==> src/rtl/core/fct_pkg.sv <==
`timescale 1ns / 1ps
`default_nettype none

package fct_pkg;

    localparam int PLANE_COUNT = 6;
    localparam int PLANE_W     = 64;
    localparam int NORM_W      = 16;
    localparam int CFG_INDEX_W = 3;

    localparam int COORD_BITS_DEF       = 16;
    localparam int NORMAL_FRAC_BITS_DEF = 14;

    localparam logic [1:0] MODE_POINT  = 2'd0;
    localparam logic [1:0] MODE_SPHERE = 2'd1;
    localparam logic [1:0] MODE_BOX    = 2'd2;

    localparam logic [1:0] VERDICT_OUTSIDE   = 2'd0;
    localparam logic [1:0] VERDICT_INSIDE    = 2'd1;
    localparam logic [1:0] VERDICT_INTERSECT = 2'd2;

    // load strobes for the two lane stages
    typedef struct packed {
        logic prod_load;
        logic dist_load;
    } stage_en_t;

endpackage

`default_nettype wire

==> src/rtl/core/fct_plane_eval.sv <==
`timescale 1ns / 1ps
`default_nettype none

module fct_plane_eval #(
    parameter  int COORD_BITS       = fct_pkg::COORD_BITS_DEF,
    parameter  int NORMAL_FRAC_BITS = fct_pkg::NORMAL_FRAC_BITS_DEF,
    localparam int PROD_W           = fct_pkg::NORM_W + COORD_BITS,
    localparam int OFS_W            = fct_pkg::NORM_W + NORMAL_FRAC_BITS,
    localparam int DIST_W           = ((PROD_W > OFS_W) ? PROD_W : OFS_W) + 2
) (
    input  wire logic                          aclk,
    input  wire fct_pkg::stage_en_t            en,
    input  wire logic [fct_pkg::PLANE_W-1:0]   plane,
    input  wire logic                          is_box,
    input  wire logic signed [COORD_BITS-1:0]  x_a,
    input  wire logic signed [COORD_BITS-1:0]  y_a,
    input  wire logic signed [COORD_BITS-1:0]  z_a,
    input  wire logic signed [COORD_BITS-1:0]  x_b,
    input  wire logic signed [COORD_BITS-1:0]  y_b,
    input  wire logic signed [COORD_BITS-1:0]  z_b,
    output logic signed [DIST_W-1:0]           far_dist,
    output logic signed [DIST_W-1:0]           near_dist
);

    logic signed [fct_pkg::NORM_W-1:0] norm [3];
    logic signed [fct_pkg::NORM_W-1:0] ofs;
    logic signed [COORD_BITS-1:0]      lo_c [3];
    logic signed [COORD_BITS-1:0]      hi_c [3];
    logic signed [COORD_BITS-1:0]      far_c [3];
    logic signed [COORD_BITS-1:0]      near_c [3];

    logic signed [PROD_W-1:0] prod_far_next [3];
    logic signed [PROD_W-1:0] prod_near_next [3];
    logic signed [PROD_W-1:0] prod_far_reg [3];
    logic signed [PROD_W-1:0] prod_near_reg [3];

    logic signed [DIST_W-1:0] ofs_scaled;
    logic signed [DIST_W-1:0] far_dist_next;
    logic signed [DIST_W-1:0] near_dist_next;
    logic signed [DIST_W-1:0] far_dist_reg;
    logic signed [DIST_W-1:0] near_dist_reg;

    assign norm[0] = plane[0*fct_pkg::NORM_W +: fct_pkg::NORM_W];
    assign norm[1] = plane[1*fct_pkg::NORM_W +: fct_pkg::NORM_W];
    assign norm[2] = plane[2*fct_pkg::NORM_W +: fct_pkg::NORM_W];
    assign ofs     = plane[3*fct_pkg::NORM_W +: fct_pkg::NORM_W];

    assign lo_c[0] = x_a;
    assign lo_c[1] = y_a;
    assign lo_c[2] = z_a;
    assign hi_c[0] = x_b;
    assign hi_c[1] = y_b;
    assign hi_c[2] = z_b;

    // box: pick the far vertex by the sign of each normal component,
    // a zero component counts as not positive
    always_comb begin
        for (int k = 0; k < 3; k++) begin
            if (is_box && !norm[k][fct_pkg::NORM_W-1] && (norm[k] != '0)) begin
                far_c[k]  = hi_c[k];
                near_c[k] = lo_c[k];
            end else if (is_box) begin
                far_c[k]  = lo_c[k];
                near_c[k] = hi_c[k];
            end else begin
                far_c[k]  = lo_c[k];
                near_c[k] = lo_c[k];
            end
            prod_far_next[k]  = PROD_W'(norm[k]) * PROD_W'(far_c[k]);
            prod_near_next[k] = PROD_W'(norm[k]) * PROD_W'(near_c[k]);
        end
    end

    always_ff @(posedge aclk) begin
        if (en.prod_load) begin
            prod_far_reg  <= prod_far_next;
            prod_near_reg <= prod_near_next;
        end
    end

    assign ofs_scaled = DIST_W'(ofs) <<< NORMAL_FRAC_BITS;

    assign far_dist_next = DIST_W'(prod_far_reg[0]) + DIST_W'(prod_far_reg[1])
                         + DIST_W'(prod_far_reg[2]) + ofs_scaled;
    assign near_dist_next = DIST_W'(prod_near_reg[0]) + DIST_W'(prod_near_reg[1])
                          + DIST_W'(prod_near_reg[2]) + ofs_scaled;

    always_ff @(posedge aclk) begin
        if (en.dist_load) begin
            far_dist_reg  <= far_dist_next;
            near_dist_reg <= near_dist_next;
        end
    end

    assign far_dist  = far_dist_reg;
    assign near_dist = near_dist_reg;

endmodule

`default_nettype wire

==> config.mk <==
export PLATFORM = sky130hd
export DESIGN_NAME = fct_plane_eval
export DESIGN_NICKNAME = d
export VERILOG_FILES = /design/src/rtl/core/fct_pkg.sv /design/src/rtl/core/fct_plane_eval.sv
export SDC_FILE = /design/constraint.sdc
export NUM_CORES = 2
export LEC_CHECK = 0
export BUFFER_PORTS_ARGS = -buffer_cell sky130_fd_sc_hd__buf_2
export CORE_UTILIZATION = 50
export CTS_CLUSTER_DIAMETER = 60
export DETAILED_ROUTE_END_ITERATION = 12
export GPL_TIMING_DRIVEN = 1
export PLACE_DENSITY = 0.69
export SLEW_MARGIN = 20
export SYNTH_ARGS = -nofsm -noshare
export SYNTH_HDL_FRONTEND = slang
export SYNTH_SLANG_ARGS = --single-unit
export TNS_END_PERCENT = 5
==> constraint.sdc <==
create_clock -name aclk -period 9.1 [get_ports aclk]
set_clock_uncertainty 0.1 [all_clocks]
set_input_delay 1.82 -clock aclk [delete_from_list [all_inputs] [get_ports aclk]]
set_output_delay 1.82 -clock aclk [all_outputs]
set_load 0.02 [all_outputs]
* Word level (Yosys, flattened, before mapping)
Cells that the tools add are included.
Word-level totals: logic and storage cells 41, bits of input ports 164, output and inout port bits 68, register bits after elaboration 260
Cells by class: reductions and logical operators 12, $add $sub $neg 6, multiply operators 6, muxes and demuxes 9
Operators by type and width (number):
- 16-bit by 16-bit multiplier with 32-bit output | 6
- 16-bit 2-to-1 mux | 9
- 33-bit by 32-bit adder with 34-bit output | 2
- 34-bit by 30-bit adder with 34-bit output | 2
- 32-bit by 32-bit adder with 33-bit output | 2
- 16-bit nonzero test | 3
- 1-bit logical AND | 6
- 1-bit logical NOT | 3

* Longest topological paths before layout
depth in word-level cells 5, depth in mapped cells 30, gate-level depth less buffers 26

* Worst setup path after synthesis
No wires, ideal clock.
kind input to register, from input plane[47] (netlist bit), to register prod_near_reg[30] (netlist bit) (data pin), path slack -338 ps, library setup time 258 ps, path buffers 4, cell stages on the path 27, data required time 8742 ps, arrival time 9080 ps, cell sequence nand2b_1 > a41oi_1 > nand2b_1 > buf_2 > buf_2 > mux2_2 > buf_2 > nand2_1 > inv_1 > fa_1 > fa_1 > fa_1 > fa_1 > fa_1 > inv_1 > fa_1 > inv_1 > ha_1 > clkbuf_1 > a211oi_1 > o21ai_0 > o2111ai_1 > nand2_1 > or4_1 > a31o_2 > a21oi_1 > xnor2_1
RTL lines:
- start, declared | line fct_plane_eval.sv:13 | input wire logic [fct_pkg::PLANE_W-1:0] plane,
- end signal, assigned | line fct_plane_eval.sv:77 | prod_near_reg <= prod_near_next;
- end, declared | line fct_plane_eval.sv:35 | logic signed [PROD_W-1:0] prod_near_reg [3];

==> impl_metrics.toml <==
[timing]
final.period_utilization_pct = 96.0
max_slew.worst_pin.slew_ps = 984
setup-violations-final = 0
min_period_ps = 8740
relSlewSlack_pct = 34.4
hold_violations = 0
drv_slew = 0
fmax_mhz = 114
rsz0062_at_grt = "false"

[floorplan]
io_pins = 232
design.core.area_sq_um = 146000
initial_core_util_pct = 50.5
die_h_microns = 386
dieArea_sq_um = 149000
rows = 140
die_width_microns = 386

[yosys]
ys_warn_count = 0
ys.flop_type = "edfxtp_1"
netlist.area_leader.share_pct = 45.6
synth_cell_type_count = 75
synth.ff_latch_count = 260
yosysMostFrequentCell = "inv_1"
ys_top_cells_by_count = "inv_1 (1786), fa_1 (1677), nand2_1 (747), ha_1 (579), nor2b_1 (439)"
ys_async_sr_fraction_pct = 0
synth_area_leaders = "fa_1 (46%), edfxtp_1 (11%), ha_1 (9.8%), inv_1 (9.1%), nand2_1 (3.8%)"
synth_nets = 9918
syn_avg_cell_area_sq_um = 9.83
postSynthCellCount = 7498
syn-cell-area_sq_um = 73700
yosysTopAreaCell = "fa_1"
synth_edf_count = 260
synth_seq_area_share_pct = 10.6

[worst_setup_path]
critPathLaunchType = "input port"
worstPathArrival_ps = 8930
path_class = "input port to flop"
critPathMaxFanout = 16
crit_required_ps = 9300
end_kind = "flop"
r2r_cells = 12

[clocking]
numCtsBuffers = 34
clk_latency_ps = 550
cts_tree = "built"
path_clk_slew_ps = 60
clock-sinks = 260
cts_setup_buffers = 0
h-tree-depth = 2
cts-root-buf = "clkbuf_16"
clockBufferDepth = 3

[detailed_routing]
wirelength_microns = 188000
dr.first_iter.drc_count = 3460
drc_errors = 0
via_count = 52200
dr.pass1.iters = 6
ant_nets = 0
avgRoutedWirePerCell_microns = 19.3
viasPerCell = 5.35

[global_routing]
grt_max_degree = 87
grt_pass1_vias = 56500
grt_overflow = 0
grt_antenna_before_repair = 8
grt_pass1_wl_microns = 306000
grtUsageTotal_pct = 26.4

[placement]
numPortBuffers = 231
gpl.final_weighted_congestion = 0.953
hpwl_microns = 157000
place_inst = 9696

[hold_path]
hp-class = "flop to flop"
hold_depth = 2

[run]
maxCapViolations = 0

[cells_and_area]
drive_gt1_share_pct = 9.16
multiInputGateArea_sq_um = 58200
fin_cells = 9758
fillers = 12800
register_area_sq_um = 7810
area_delta_synth_final_pct = 8.57
fin_nets = 10200

[status]
status = "finished clean"
cells in the final DEF, fill, tap and decap left out, types with 34 or more instances in the layout:
cell / synthesis / routed
inv_1: 1786 / 1786
fa_1: 1677 / 1676
nand2_1: 747 / 747
ha_1: 579 / 579
nor2b_1: 439 / 439
and2_1: 326 / 326
buf_4: 0 / 290
edfxtp_1: 260 / 260
buf_2: 33 / 229
xnor2_1: 203 / 203
nor2_1: 187 / 187
a21oi_1: 174 / 174
o21ai_0: 92 / 92
a21o_1: 87 / 87
nand2b_1: 83 / 83
xor2_1: 65 / 65
mux2_2: 64 / 64
mux2i_1: 38 / 38
o21a_1: 38 / 38
nor3_1: 37 / 37
o21bai_1: 35 / 35
clkbuf_16: 0 / 35
nand3_1: 34 / 34
layout make-up:
type                    count  share of cell area, %
clock buffers              38                   1.11
well taps                1917                   3.00
repair buffers            543                   4.75
diodes                      2                0.00626
inverters                1786                   8.38
clock inverters            22                  0.266
multi-input cells        5190                   72.7
flip-flops and latches    260                   9.76
worst max-delay path, stage by stage:
cell and delay, ps:
buf_2 120, nor4_1 380, a41oi_2 260, nand2b_1 240, buf_12 170, mux2_2 280, and2_1 170, fa_1 530
inv_1 50, fa_1 550, inv_1 50, fa_1 560, fa_1 450, fa_1 490, inv_1 50, fa_1 480
inv_1 40, ha_1 280, buf_4 160, nand4_1 170, nor2_1 110, a22oi_1 390, a21oi_1 160, or4_1 440
a31o_2 260, a21oi_1 170, xnor2_1 80
stage by stage:
| step | setup TNS (ps) | instance area, sq um | setup slack, ps | hold slack [ps] | util [%] |
|---|---|---|---|---|---|
| global route | 0 | 80000 | 66.5 | 768 | 54.8 |
| floorplan | -48.0 | 73700 | -48.0 | 580 | - |
| finish | 0 | 80000 | 364 | 720 | 54.8 |
| detailed placement | -570 | 78900 | -157 | 708 | 54.0 |
| CTS | 0 | 80000 | 417 | 717 | 54.8 |
| global placement | -70.2 | 78900 | -32.3 | 701 | 54.0 |
cells by family after synthesis:
| group | count (synthesis) | share of synthesized area (%) |
|---|---|---|
| fa+ha+maj | 2256 | 55.4 |
| buf+inv | 2048 | 10.5 |
| simple gates | 1970 | 13.5 |
| compound gates | 594 | 5.33 |
| xor+xnor | 268 | 3.19 |
| flops | 260 | 10.6 |
| mux | 102 | 1.49 |
path summary, 6_finish.rpt:
check,from,end,slack [ps]
worst min register to register,prod_far_reg[65],far_dist[1],720
worst min-delay path,prod_far_reg[65],far_dist[1],720
worst max-delay path,plane[39],prod_near_reg[30],360
worst max register to register,prod_far_reg[14],far_dist[31],4300
per-layer routing:
layer,part of all wire [%],GRT usage [%],vias up
met1,42,35.9,27000
met3,6.6,3.38,345
li1,-,-,23200
met4,3.9,9.01,0
met2,48,43.6,1727
met5,0,0,-
timing repair:
item | 4_1_cts | 5_1_grt
hold buffers | 0 | 0
resized for setup | 0 | 3
setup endpoints to repair | 0 | 2
Power is left out: the tool's default activity adds up to more than one toggle a clock period on the data nets, which glitch-free logic cannot reach.
